<file path="config.mk">
export PLATFORM = sky130hd
export DESIGN_NAME = plasma_pixel_color_generator_unit
export DESIGN_NICKNAME = d
export VERILOG_FILES = /design/src/rtl/core/ppcg_pkg.sv /design/src/rtl/core/plasma_pixel_color_generator_unit.sv
export SDC_FILE = /design/constraint.sdc
export NUM_CORES = 1
export LEC_CHECK = 0
export BUFFER_PORTS_ARGS = -buffer_cell sky130_fd_sc_hd__buf_2
export CORE_ASPECT_RATIO = 0.8
export CORE_UTILIZATION = 50
export DETAILED_ROUTE_END_ITERATION = 10
export PLACE_DENSITY = 0.69
export SETUP_SLACK_MARGIN = 0.5
export SLEW_MARGIN = 0
export SYNTH_ARGS = -nofsm -noshare
export SYNTH_HDL_FRONTEND = slang
export SYNTH_SLANG_ARGS = --single-unit
</file>
<file path="constraint.sdc">
create_clock -name clk_i -period 4.8 [get_ports clk_i]
set_input_delay 1.44 -clock clk_i [delete_from_list [all_inputs] [get_ports clk_i]]
set_output_delay 1.44 -clock clk_i [all_outputs]
set_load 0.01 [all_outputs]
</file>
<file path="src/rtl/core/ppcg_pkg.sv">
// Shared constants for the plasma pixel color generator: register map, resets, sine table.
package ppcg_pkg;

  localparam int unsigned CfgAddrWidth = 3;
  localparam int unsigned CfgDataWidth = 32;

  // register index, taken from paddr bit 2
  localparam logic RegSaturation = 1'b0;
  localparam logic RegBrightness = 1'b1;

  localparam logic [7:0] SaturationReset = 8'd220;
  localparam logic [7:0] BrightnessReset = 8'd200;

  localparam logic [7:0] SineRom [256] = '{
    8'd128, 8'd131, 8'd134, 8'd137, 8'd140, 8'd143, 8'd146, 8'd149,
    8'd152, 8'd155, 8'd158, 8'd162, 8'd165, 8'd167, 8'd170, 8'd173,
    8'd176, 8'd179, 8'd182, 8'd185, 8'd188, 8'd190, 8'd193, 8'd196,
    8'd198, 8'd201, 8'd203, 8'd206, 8'd208, 8'd211, 8'd213, 8'd215,
    8'd218, 8'd220, 8'd222, 8'd224, 8'd226, 8'd228, 8'd230, 8'd232,
    8'd234, 8'd235, 8'd237, 8'd239, 8'd240, 8'd241, 8'd243, 8'd244,
    8'd245, 8'd246, 8'd248, 8'd249, 8'd250, 8'd250, 8'd251, 8'd252,
    8'd253, 8'd253, 8'd254, 8'd254, 8'd254, 8'd255, 8'd255, 8'd255,
    8'd255, 8'd255, 8'd255, 8'd255, 8'd254, 8'd254, 8'd254, 8'd253,
    8'd253, 8'd252, 8'd251, 8'd250, 8'd250, 8'd249, 8'd248, 8'd246,
    8'd245, 8'd244, 8'd243, 8'd241, 8'd240, 8'd239, 8'd237, 8'd235,
    8'd234, 8'd232, 8'd230, 8'd228, 8'd226, 8'd224, 8'd222, 8'd220,
    8'd218, 8'd215, 8'd213, 8'd211, 8'd208, 8'd206, 8'd203, 8'd201,
    8'd198, 8'd196, 8'd193, 8'd190, 8'd188, 8'd185, 8'd182, 8'd179,
    8'd176, 8'd173, 8'd170, 8'd167, 8'd165, 8'd162, 8'd158, 8'd155,
    8'd152, 8'd149, 8'd146, 8'd143, 8'd140, 8'd137, 8'd134, 8'd131,
    8'd128, 8'd124, 8'd121, 8'd118, 8'd115, 8'd112, 8'd109, 8'd106,
    8'd103, 8'd100, 8'd97,  8'd93,  8'd90,  8'd88,  8'd85,  8'd82,
    8'd79,  8'd76,  8'd73,  8'd70,  8'd67,  8'd65,  8'd62,  8'd59,
    8'd57,  8'd54,  8'd52,  8'd49,  8'd47,  8'd44,  8'd42,  8'd40,
    8'd37,  8'd35,  8'd33,  8'd31,  8'd29,  8'd27,  8'd25,  8'd23,
    8'd21,  8'd20,  8'd18,  8'd16,  8'd15,  8'd14,  8'd12,  8'd11,
    8'd10,  8'd9,   8'd7,   8'd6,   8'd5,   8'd5,   8'd4,   8'd3,
    8'd2,   8'd2,   8'd1,   8'd1,   8'd1,   8'd0,   8'd0,   8'd0,
    8'd0,   8'd0,   8'd0,   8'd0,   8'd1,   8'd1,   8'd1,   8'd2,
    8'd2,   8'd3,   8'd4,   8'd5,   8'd5,   8'd6,   8'd7,   8'd9,
    8'd10,  8'd11,  8'd12,  8'd14,  8'd15,  8'd16,  8'd18,  8'd20,
    8'd21,  8'd23,  8'd25,  8'd27,  8'd29,  8'd31,  8'd33,  8'd35,
    8'd37,  8'd40,  8'd42,  8'd44,  8'd47,  8'd49,  8'd52,  8'd54,
    8'd57,  8'd59,  8'd62,  8'd65,  8'd67,  8'd70,  8'd73,  8'd76,
    8'd79,  8'd82,  8'd85,  8'd88,  8'd90,  8'd93,  8'd97,  8'd100,
    8'd103, 8'd106, 8'd109, 8'd112, 8'd115, 8'd118, 8'd121, 8'd124
  };

endpackage

</file>
<file path="src/rtl/core/plasma_pixel_color_generator_unit.sv">
// Plasma pixel color generator: eight-stage pipeline from block coordinate to RGB565.
//
//  channel   signals                                         direction
//  command   start, busy, block_x_i, block_y_i, frame_phase_i  in (busy out)
//  result    done_o, pixel_color_o                             out
//  config    psel, penable, pwrite, paddr, pwdata, prdata, pready  APB slave
//
// One transaction is accepted every cycle; busy stays low. Each result appears on
// done_o/pixel_color_o for one cycle, after passing the stage registers in order:
// index, sine ROM, sum, hue multiply, region split, saturation multiply, value
// multiply, pack. Reset clears all stage valid bits and loads saturation 220 and
// value 200. The receiver cannot stall the pipe.
module plasma_pixel_color_generator_unit (
  input  logic                                clk_i,
  input  logic                                rst_ni,
  input  logic                                start,
  output logic                                busy,
  input  logic [4:0]                          block_x_i,
  input  logic [5:0]                          block_y_i,
  input  logic [7:0]                          frame_phase_i,
  output logic                                done_o,
  output logic [15:0]                         pixel_color_o,
  input  logic                                psel,
  input  logic                                penable,
  input  logic                                pwrite,
  input  logic [ppcg_pkg::CfgAddrWidth-1:0]   paddr,
  input  logic [ppcg_pkg::CfgDataWidth-1:0]   pwdata,
  output logic [ppcg_pkg::CfgDataWidth-1:0]   prdata,
  output logic                                pready
);
  import ppcg_pkg::*;

  typedef enum logic [2:0] {
    RegionRed     = 3'd0,
    RegionYellow  = 3'd1,
    RegionGreen   = 3'd2,
    RegionCyan    = 3'd3,
    RegionBlue    = 3'd4,
    RegionMagenta = 3'd5
  } hue_region_e;

  // ---------------- configuration ----------------
  logic [7:0] sat_q, val_q;
  logic       cfg_wr;

  assign pready = 1'b1;
  assign busy   = 1'b0;
  assign cfg_wr = psel & penable & pwrite;

  always_ff @(posedge clk_i or negedge rst_ni) begin
    if (!rst_ni) begin
      sat_q <= SaturationReset;
      val_q <= BrightnessReset;
    end else if (cfg_wr) begin
      if (paddr[2] == RegSaturation) sat_q <= pwdata[7:0];
      else                           val_q <= pwdata[7:0];
    end
  end

  always_comb begin
    if (paddr[2] == RegBrightness) prdata = {24'd0, val_q};
    else                           prdata = {24'd0, sat_q};
  end

  // ---------------- stage 1: sine indices ----------------
  logic [7:0]  idx_a_d, idx_b_d, idx_c_d, idx_d_d;
  logic [7:0]  idx_a_q, idx_b_q, idx_c_q, idx_d_q;
  logic [6:0]  xy_sum;
  logic [12:0] sq_sum;
  logic [7:0]  f2;
  logic        v1_q;

  always_comb begin
    f2      = {frame_phase_i[6:0], 1'b0};
    xy_sum  = {2'd0, block_x_i} + {1'b0, block_y_i};
    sq_sum  = {3'd0, 10'(block_x_i * block_x_i)} + {1'b0, 12'(block_y_i * block_y_i)};
    idx_a_d = {block_x_i, 3'd0} + frame_phase_i;
    idx_b_d = {block_y_i, 2'd0} + {1'b0, block_y_i, 1'b0} + f2;
    idx_c_d = {xy_sum[5:0], 2'd0} + frame_phase_i;
    idx_d_d = sq_sum[9:2] + frame_phase_i + f2;
  end

  always_ff @(posedge clk_i) begin
    idx_a_q <= idx_a_d;
    idx_b_q <= idx_b_d;
    idx_c_q <= idx_c_d;
    idx_d_q <= idx_d_d;
  end

  // ---------------- stage 2: sine lookups ----------------
  logic [7:0] sin_a_q, sin_b_q, sin_c_q, sin_d_q;
  logic       v2_q;

  always_ff @(posedge clk_i) begin
    sin_a_q <= SineRom[idx_a_q];
    sin_b_q <= SineRom[idx_b_q];
    sin_c_q <= SineRom[idx_c_q];
    sin_d_q <= SineRom[idx_d_q];
  end

  // ---------------- stage 3: sum ----------------
  logic [9:0] sum_d, sum_q;
  logic       v3_q;

  assign sum_d = {2'd0, sin_a_q} + {2'd0, sin_b_q} + {2'd0, sin_c_q} + {2'd0, sin_d_q};

  always_ff @(posedge clk_i) sum_q <= sum_d;

  // ---------------- stage 4: hue = sum*360/1024 ----------------
  logic [18:0] hue_prod;
  logic [8:0]  hue_q;
  logic        v4_q;

  assign hue_prod = {9'd0, sum_q} * 19'd360;

  always_ff @(posedge clk_i) hue_q <= hue_prod[18:10];

  // ---------------- stage 5: region and remainder ----------------
  hue_region_e region_d, region_q;
  logic [8:0]  rem_base;
  logic [5:0]  rem0;
  logic [9:0]  rem_prod;
  logic [7:0]  rem_d, rem_q;
  logic        v5_q;

  always_comb begin
    if (hue_q >= 9'd300) begin
      region_d = RegionMagenta;
      rem_base = 9'd300;
    end else if (hue_q >= 9'd240) begin
      region_d = RegionBlue;
      rem_base = 9'd240;
    end else if (hue_q >= 9'd180) begin
      region_d = RegionCyan;
      rem_base = 9'd180;
    end else if (hue_q >= 9'd120) begin
      region_d = RegionGreen;
      rem_base = 9'd120;
    end else if (hue_q >= 9'd60) begin
      region_d = RegionYellow;
      rem_base = 9'd60;
    end else begin
      region_d = RegionRed;
      rem_base = 9'd0;
    end
    rem0     = 6'(hue_q - rem_base);
    // 255/60 is exactly 17/4
    rem_prod = {rem0, 4'd0} + {4'd0, rem0};
    rem_d    = rem_prod[9:2];
  end

  always_ff @(posedge clk_i) begin
    region_q <= region_d;
    rem_q    <= rem_d;
  end

  // ---------------- stage 6: saturation products ----------------
  logic [15:0] sq_prod, st_prod;
  logic [7:0]  pf_q, qf_q, tf_q;
  hue_region_e region6_q;
  logic        v6_q;

  assign sq_prod = {8'd0, sat_q} * {8'd0, rem_q};
  assign st_prod = {8'd0, sat_q} * {8'd0, 8'd255 - rem_q};

  always_ff @(posedge clk_i) begin
    pf_q      <= 8'd255 - sat_q;
    qf_q      <= 8'd255 - sq_prod[15:8];
    tf_q      <= 8'd255 - st_prod[15:8];
    region6_q <= region_q;
  end

  // ---------------- stage 7: value products ----------------
  logic [15:0] p_prod, q_prod, t_prod;
  logic [7:0]  p_q, q_q, t_q;
  hue_region_e region7_q;
  logic        v7_q;

  assign p_prod = {8'd0, val_q} * {8'd0, pf_q};
  assign q_prod = {8'd0, val_q} * {8'd0, qf_q};
  assign t_prod = {8'd0, val_q} * {8'd0, tf_q};

  always_ff @(posedge clk_i) begin
    p_q       <= p_prod[15:8];
    q_q       <= q_prod[15:8];
    t_q       <= t_prod[15:8];
    region7_q <= region6_q;
  end

  // ---------------- stage 8: select and pack ----------------
  logic [7:0]  r_c, g_c, b_c;
  logic [15:0] color_d, color_q;
  logic        v8_q;

  always_comb begin
    case (region7_q)
      RegionRed:     begin r_c = val_q; g_c = t_q;   b_c = p_q;   end
      RegionYellow:  begin r_c = q_q;   g_c = val_q; b_c = p_q;   end
      RegionGreen:   begin r_c = p_q;   g_c = val_q; b_c = t_q;   end
      RegionCyan:    begin r_c = p_q;   g_c = q_q;   b_c = val_q; end
      RegionBlue:    begin r_c = t_q;   g_c = p_q;   b_c = val_q; end
      default:       begin r_c = val_q; g_c = p_q;   b_c = q_q;   end
    endcase
    // zero saturation: grey at the configured value
    if (sat_q == 8'd0) begin
      r_c = val_q;
      g_c = val_q;
      b_c = val_q;
    end
    color_d = {r_c[7:3], g_c[7:2], b_c[7:3]};
  end

  always_ff @(posedge clk_i) color_q <= color_d;

  // ---------------- valid chain ----------------
  always_ff @(posedge clk_i or negedge rst_ni) begin
    if (!rst_ni) begin
      v1_q <= 1'b0;
      v2_q <= 1'b0;
      v3_q <= 1'b0;
      v4_q <= 1'b0;
      v5_q <= 1'b0;
      v6_q <= 1'b0;
      v7_q <= 1'b0;
      v8_q <= 1'b0;
    end else begin
      v1_q <= start & ~busy;
      v2_q <= v1_q;
      v3_q <= v2_q;
      v4_q <= v3_q;
      v5_q <= v4_q;
      v6_q <= v5_q;
      v7_q <= v6_q;
      v8_q <= v7_q;
    end
  end

  assign done_o        = v8_q;
  assign pixel_color_o = color_q;

endmodule

</file>
==> run metrics, run 1 <==
largest net degree at the start of global routing 69; Async S/R FF share, synth 13.4%; endpoints failing setup 6; status finished with violations; fmax 0.168 GHz; Hold WS 0.353 ns; fraction of layout cells with a size suffix above 1 16.2%; Vias 21.6k; CTS tree built; failing checks setup timing; dpl ws -1.73 ns; Die Span Y 202 um; drc violations 0; max-cap violation count 0; Slew headroom 29.8%; Worst-path clk slew 0.07 ns; global-route wire length before repair 111 mm; flops & latches, synth 179; Crit Path Category primary input to register; Rows 73; HPWL Detailed 49.7 mm; Max Clock Skew 0.0142 ns; fin crit period 5.97 ns; drt first pass iters 5; Slew @ Worst Pin 1.04 ns; IO buf count 58; worst-skew pair later-pin latency 0.49 ns; core footprint 0.0496 sq mm; leading area contributor after synthesis fa_1; initial antenna violation count 0; CTS H-Tree Depth 4; Synth area leaders fa_1 (20%), ha_1 (16%), dfxtp_1 (12%); vias in the first global route 21.4k; HP Class register to register; Mapped Avg Cell Area 8.44 sq um; Nets 3,682; post-route ant nets 0; gpl congestion 0.940; Worst Setup Start Kind primary input; Routed WL per cell 18.2 um; register area 0.00373 sq mm; Post-Syn Area 0.0251 sq mm; Cells after Synth 2,972; period utilization 124%; RSZ-0062 raised after global routing true; multi-input combinational cell area 0.0201 sq mm; synth warn 0; Max stage delay on crit path 0.52 ns; Slowest cell on crit path fa_1; CP top delay family adder cells; Synth-to-Final Area Change 13.6%; synth unique cells 90; die area 0.0511 sq mm; total wire length 68.2 mm; CTS Sinks 179; CTS buffer count 17; CP bufs+invs 5; hold buffers post-CTS 0; ANT cells 0; Post-synth EDFFs 0; global route overflow 0; worst-path maximum fanout 3; Util after Layout 57.5%; Max Root-Sink Buffers 2; crit path DAT 6.34 ns; starting density of the core 50.6%; Root Buffer clkbuf_16; Ports 111; max FFs per register 16; drt via density 5.77; fin. max-slew vios 0; Die W 252 um; Initial DRC Count 2,234; most frequent CP cell fa_1; Setup crit end kind register; Reg2Reg Setup Slack 0.10 ns; gr usage total 27.1%; fillcell total 4,255; fin worst setup slack -1.17 ns; Seq/Total Area, Yosys 14.8%; Yosys top cell area share 19.6%; WP data required 5.17 ns; Post-synth top flop dfxtp_1; Final Hold Vio Count 0; critical-path cell list buf_8 > ha_4 > inv_2 > fa_1 > fa_1 > inv_1 > fa_1 > inv_1 > fa_1 > inv_1 > fa_1 > ha_4 > xor2_2 > fa_1 > ha_4 > a21oi_4 > o21bai_4 > a21o_1 > a21oi_2 > xnor3_1
## metrics by stage
step | setup TNS, ns | instances | cell area, sq um
finish | -5.38 | 3744 | 28500
global route | -6.04 | 3744 | 28500
CTS | -4.91 | 3725 | 27900
detailed placement | -8.29 | 3646 | 26300
global placement | -7.96 | 3646 | 26300
floorplan | -6.04 | 2996 | 25300
## Yosys cell counts (9+ instances only)
cell,instances
a211oi_1,30
a21o_1,26
a21oi_1,195
a221oi_1,10
a22oi_1,19
a311oi_1,10
a31oi_1,42
and2_1,144
buf_2,43
buf_4,33
clkbuf_1,96
clkinv_1,9
dfrtp_1,16
dfxtp_1,155
fa_1,246
ha_1,320
inv_1,369
mux2_2,22
mux2i_1,19
mux4_2,16
nand2_1,268
nand2b_1,84
nand3_1,42
nand4_1,11
nor2_1,165
nor2b_1,40
nor3_1,30
nor3b_1,10
o211ai_1,23
o21a_1,12
o21ai_0,129
o21bai_1,12
o22ai_1,27
o31ai_1,18
xnor2_1,69
xor2_1,34
## final cells by class
type,instances,share of cell area [%]
multi-input cells,2253,70.6
clock buffers,20,1.64
clock inverters,12,0.334
inverters,380,5.04
flip-flops and latches,179,13.1
well taps,675,2.96
repair buffers,225,6.32
## worst reg2reg max path, stage by stage (launching register included)
cell and delay, ns:
dfstp_4 0.63, buf_8 0.14, buf_6 0.11, nand2_4 0.04, fa_1 0.46, fa_1 0.49
inv_1 0.05, fa_1 0.49, inv_1 0.05, fa_1 0.49, inv_2 0.05, ha_4 0.27
nand3_4 0.07, o211ai_1 0.34, o2111ai_2 0.22, a31oi_2 0.23, buf_4 0.19, mux2i_1 0.19
nand2_1 0.06
## path summary, 6_finish.rpt
check                                     start                    to  cells after the start
max                                block_y_i[2]    idx_d_q[7]$_DFF_P_                     20
min                              v5_q$_DFF_PN0_        v6_q$_DFF_PN0_                      0
max reg2reg                val_q[3]$_DFFE_PN1P_        t_q[6]$_DFF_P_                     18
min reg2reg                      v5_q$_DFF_PN0_        v6_q$_DFF_PN0_                      0
max in group asynchronous                rst_ni  val_q[5]$_DFFE_PN0P_                      1
min in group asynchronous                rst_ni  val_q[2]$_DFFE_PN0P_                      1
## layout by cell type (no fill, tap or decap), types with 22 or more instances in the layout
master / count
nor2b_1: 40
buf_2: 51
nand2b_1: 80
inv_1: 345
o211ai_1: 23
ha_1: 290
dfxtp_1: 151
o22ai_1: 27
xnor2_1: 59
a31oi_1: 39
o21ai_0: 123
a211oi_1: 27
nand2_1: 261
nand3_1: 36
a21oi_1: 177
ha_4: 29
buf_4: 131
mux2_2: 22
fa_1: 235
nor2_1: 151
xor2_1: 31
inv_2: 23
and2_1: 135
nor3_1: 27
conb_1: 26
buf_6: 30
a21o_1: 26
## kinds of logic after synthesis
kind of cell,after synthesis,share of synthesized area [%]
adder cells (fa/ha/maj),566,35.6
AO/OA/AOI/OAI,653,16.7
buffers and inverters,564,9.28
multiplexers,58,3.23
other,2,0.0299
XOR/XNOR,104,3.69
flip-flops,179,14.8
AND/OR/NAND/NOR,846,16.7
## metal layers
layer / wire length (um) / part of all wire (%) / GRT usage (%) / vias up
met2: 30700 / 45 / 41.1 / 880
met1: 31100 / 46 / 39.2 / 10479
met4: 1240 / 1.8 / 7.99 / 0
met3: 5220 / 7.6 / 5.11 / 105
met5: 0 / 0 / 0 / -
li1: - / - / - / 10126
## timing repair
action / CTS / global route
buffers inserted: 47 / 19
pin swaps: 101 / 85
hold endpoints to repair: 0 / 0
setup endpoints to repair: 33 / 32
resized for setup: 141 / 99
Power of run 1 is left out: the tool's default activity adds up to more than one toggle a clock period on the data nets, which glitch-free logic cannot reach.
==> run 2, diff against run 1 <==
--- a/config.mk
+++ b/config.mk
@@ -6,10 +6,13 @@
 export NUM_CORES = 1
 export LEC_CHECK = 0
 export BUFFER_PORTS_ARGS = -buffer_cell sky130_fd_sc_hd__buf_2
+export CAP_MARGIN = 5
+export CELL_PAD_IN_SITES_DETAIL_PLACEMENT = 1
+export CELL_PAD_IN_SITES_GLOBAL_PLACEMENT = 1
 export CORE_ASPECT_RATIO = 0.8
-export CORE_UTILIZATION = 50
+export CORE_UTILIZATION = 45
 export DETAILED_ROUTE_END_ITERATION = 10
-export PLACE_DENSITY = 0.69
+export PLACE_DENSITY_LB_ADDON = 0.1
 export SETUP_SLACK_MARGIN = 0.5
 export SLEW_MARGIN = 0
 export SYNTH_ARGS = -nofsm -noshare
==> run metrics, run 2 (synthesis gave the netlist of run 1 again) <==
status finished with violations; failing checks setup timing; most common cell after layout, fill and taps aside inv_1; core footprint 0.0544 sq mm (+9.7%); fin crit period 6.02 ns (+0.0526 ns); largest net degree at the start of global routing 56 (-19%); RSZ-0062 raised after global routing true; Worst-path clk slew 0.08 ns (about the same); Slowest cell on crit path fa_1; Final Hold Vio Count 0 (unchanged); Initial DRC Count 1,645 (-26%); drc violations 0 (unchanged); fin worst setup slack -1.22 ns (-0.0526 ns); Die W 266 um (+5.4%); max FFs per register 16 (unchanged); Routed WL per cell 22.0 um (+21%); Max stage delay on crit path 0.50 ns (-0.02 ns); Crit Path Category primary input to register; Synth-to-Final Area Change 15.7%; HPWL Detailed 61.9 mm (+25%); WP data required 5.18 ns (about the same); fin. max-slew vios 0 (unchanged); endpoints failing setup 6 (unchanged); initial antenna violation count 7 (+7); Vias 22.2k (+3.0%); period utilization 125% (+1.1 points); gpl congestion 0.944 (+0.43%); CP top delay family adder cells; commonest non-fill, non-tap cells in the layout inv_1 (341), ha_1 (289), nand2_1 (258), fa_1 (235), a21oi_1 (177); CP bufs+invs 4 (-1); Max Root-Sink Buffers 2 (unchanged); Hold WS 0.347 ns (-0.00608 ns); HP Class register to register; starting density of the core 46.1% (-4.5 points); post-place instance area 0.0266 sq mm (+0.96%); worst-path maximum fanout 3 (unchanged); Nets 3,711 (+0.79%); Die Span Y 213 um (+5.4%); IO buf count 58 (unchanged); fraction of layout cells with a size suffix above 1 17.8% (+1.6 points); total wire length 84.5 mm (+24%); most frequent CP cell fa_1; fillcell total 6,451 (+52%); post-route ant nets 0 (unchanged); drt first pass iters 5 (unchanged); Root Buffer clkbuf_16; dpl ws -1.79 ns (-0.0670 ns); CTS buffer count 17 (unchanged); Max Clock Skew 0.0195 ns (+0.00527 ns); Worst Setup Start Kind primary input; drt via density 5.79 (+0.37%); Slew headroom 26.3% (-3.6 points); Setup TNS -5.28 ns (+0.0948 ns); global-route wire length before repair 131 mm (+18%); hold buffers post-CTS 0 (unchanged); worst-skew pair later-pin latency 0.50 ns (about the same); crit path DAT 6.40 ns (+0.06 ns); CTS Sinks 179 (unchanged); vias in the first global route 23.2k (+8.7%); gr usage total 29.6% (+2.5 points); Ports 111 (unchanged); critical-path cell list buf_2 > and2_1 > ha_1 > xnor2_2 > fa_1 > fa_1 > fa_1 > inv_1 > fa_1 > inv_1 > ha_1 > inv_1 > nor2_1 > nor2_1 > xnor2_1 > fa_1 > ha_4 > a21o_1 > a21oi_2 > xnor3_1; Setup crit end kind register; max-cap violation count 0 (unchanged); die area 0.0567 sq mm (+11%); fmax 0.166 GHz (-0.87%); Slew @ Worst Pin 1.10 ns (+0.0532 ns); CTS tree built; CTS H-Tree Depth 4 (unchanged); design area 0.0290 sq mm (+1.8%); global route overflow 0 (unchanged); Rows 76 (+4.1%)
## run 2: cell types whose count changed in the layout (fill, tap and decap cells not counted), sizes merged, moves of 2 or more
cell      delta
clkinvlp     +2
buf         +28
diode        +4
clkinv       -3
## run 2: worst paths after layout
check	from	endpoint	slack (ns)	depth (start not counted)
min reg2reg	v4_q$_DFF_PN0_	v5_q$_DFF_PN0_	0.35	0
max reg2reg	val_q[3]$_DFFE_PN1P_	q_q[6]$_DFF_P_	0	20
min	v4_q$_DFF_PN0_	v5_q$_DFF_PN0_	0.35	0
max in group asynchronous	rst_ni	sat_q[5]$_DFFE_PN0P_	3.30	1
min in group asynchronous	rst_ni	done_o$_DFF_PN0_	0.97	1
max	block_x_i[2]	idx_d_q[7]$_DFF_P_	-1.22	20
## run 2: layout make-up
class,instances,area [sq um],area share [%]
Clock buffer,19,433,1.49
Inverter,380,1430,4.94
Tap cell,741,927,3.20
Multi-Input combinational cell,2253,20200,69.8
Antenna cell,4,10.0,0.0345
Clock inverter,13,146,0.505
Sequential cell,179,3740,12.9
Timing Repair Buffer,254,2070,7.13
## run 2: timing repair
item	4_1_cts	5_1_grt
pin swaps	98	91
gates cloned	1	0
endpoints found under the setup margin	38	38
resized for setup	152	121
setup buffers	40	30
## run 2: through the flow
step / cells / util (%)
2_1_floorplan: 2996 / -
3_3_place_gp: 3736 / 48.9
3_5_place_dp: 3736 / 48.9
4_1_cts: 3809 / 51.9
5_1_grt: 3839 / 53.3
6_report: 3843 / 53.3
## run 2: metal layers
metal  GRT usage [%]  wire length (um)  share of wire (%)
met5               0                 0                  0
met4            5.31              1080                1.3
met3            5.67              5300                6.3
met2            45.0             37700                 45
met1            43.6             40400                 48
Power of run 2 is left out for the same reason.
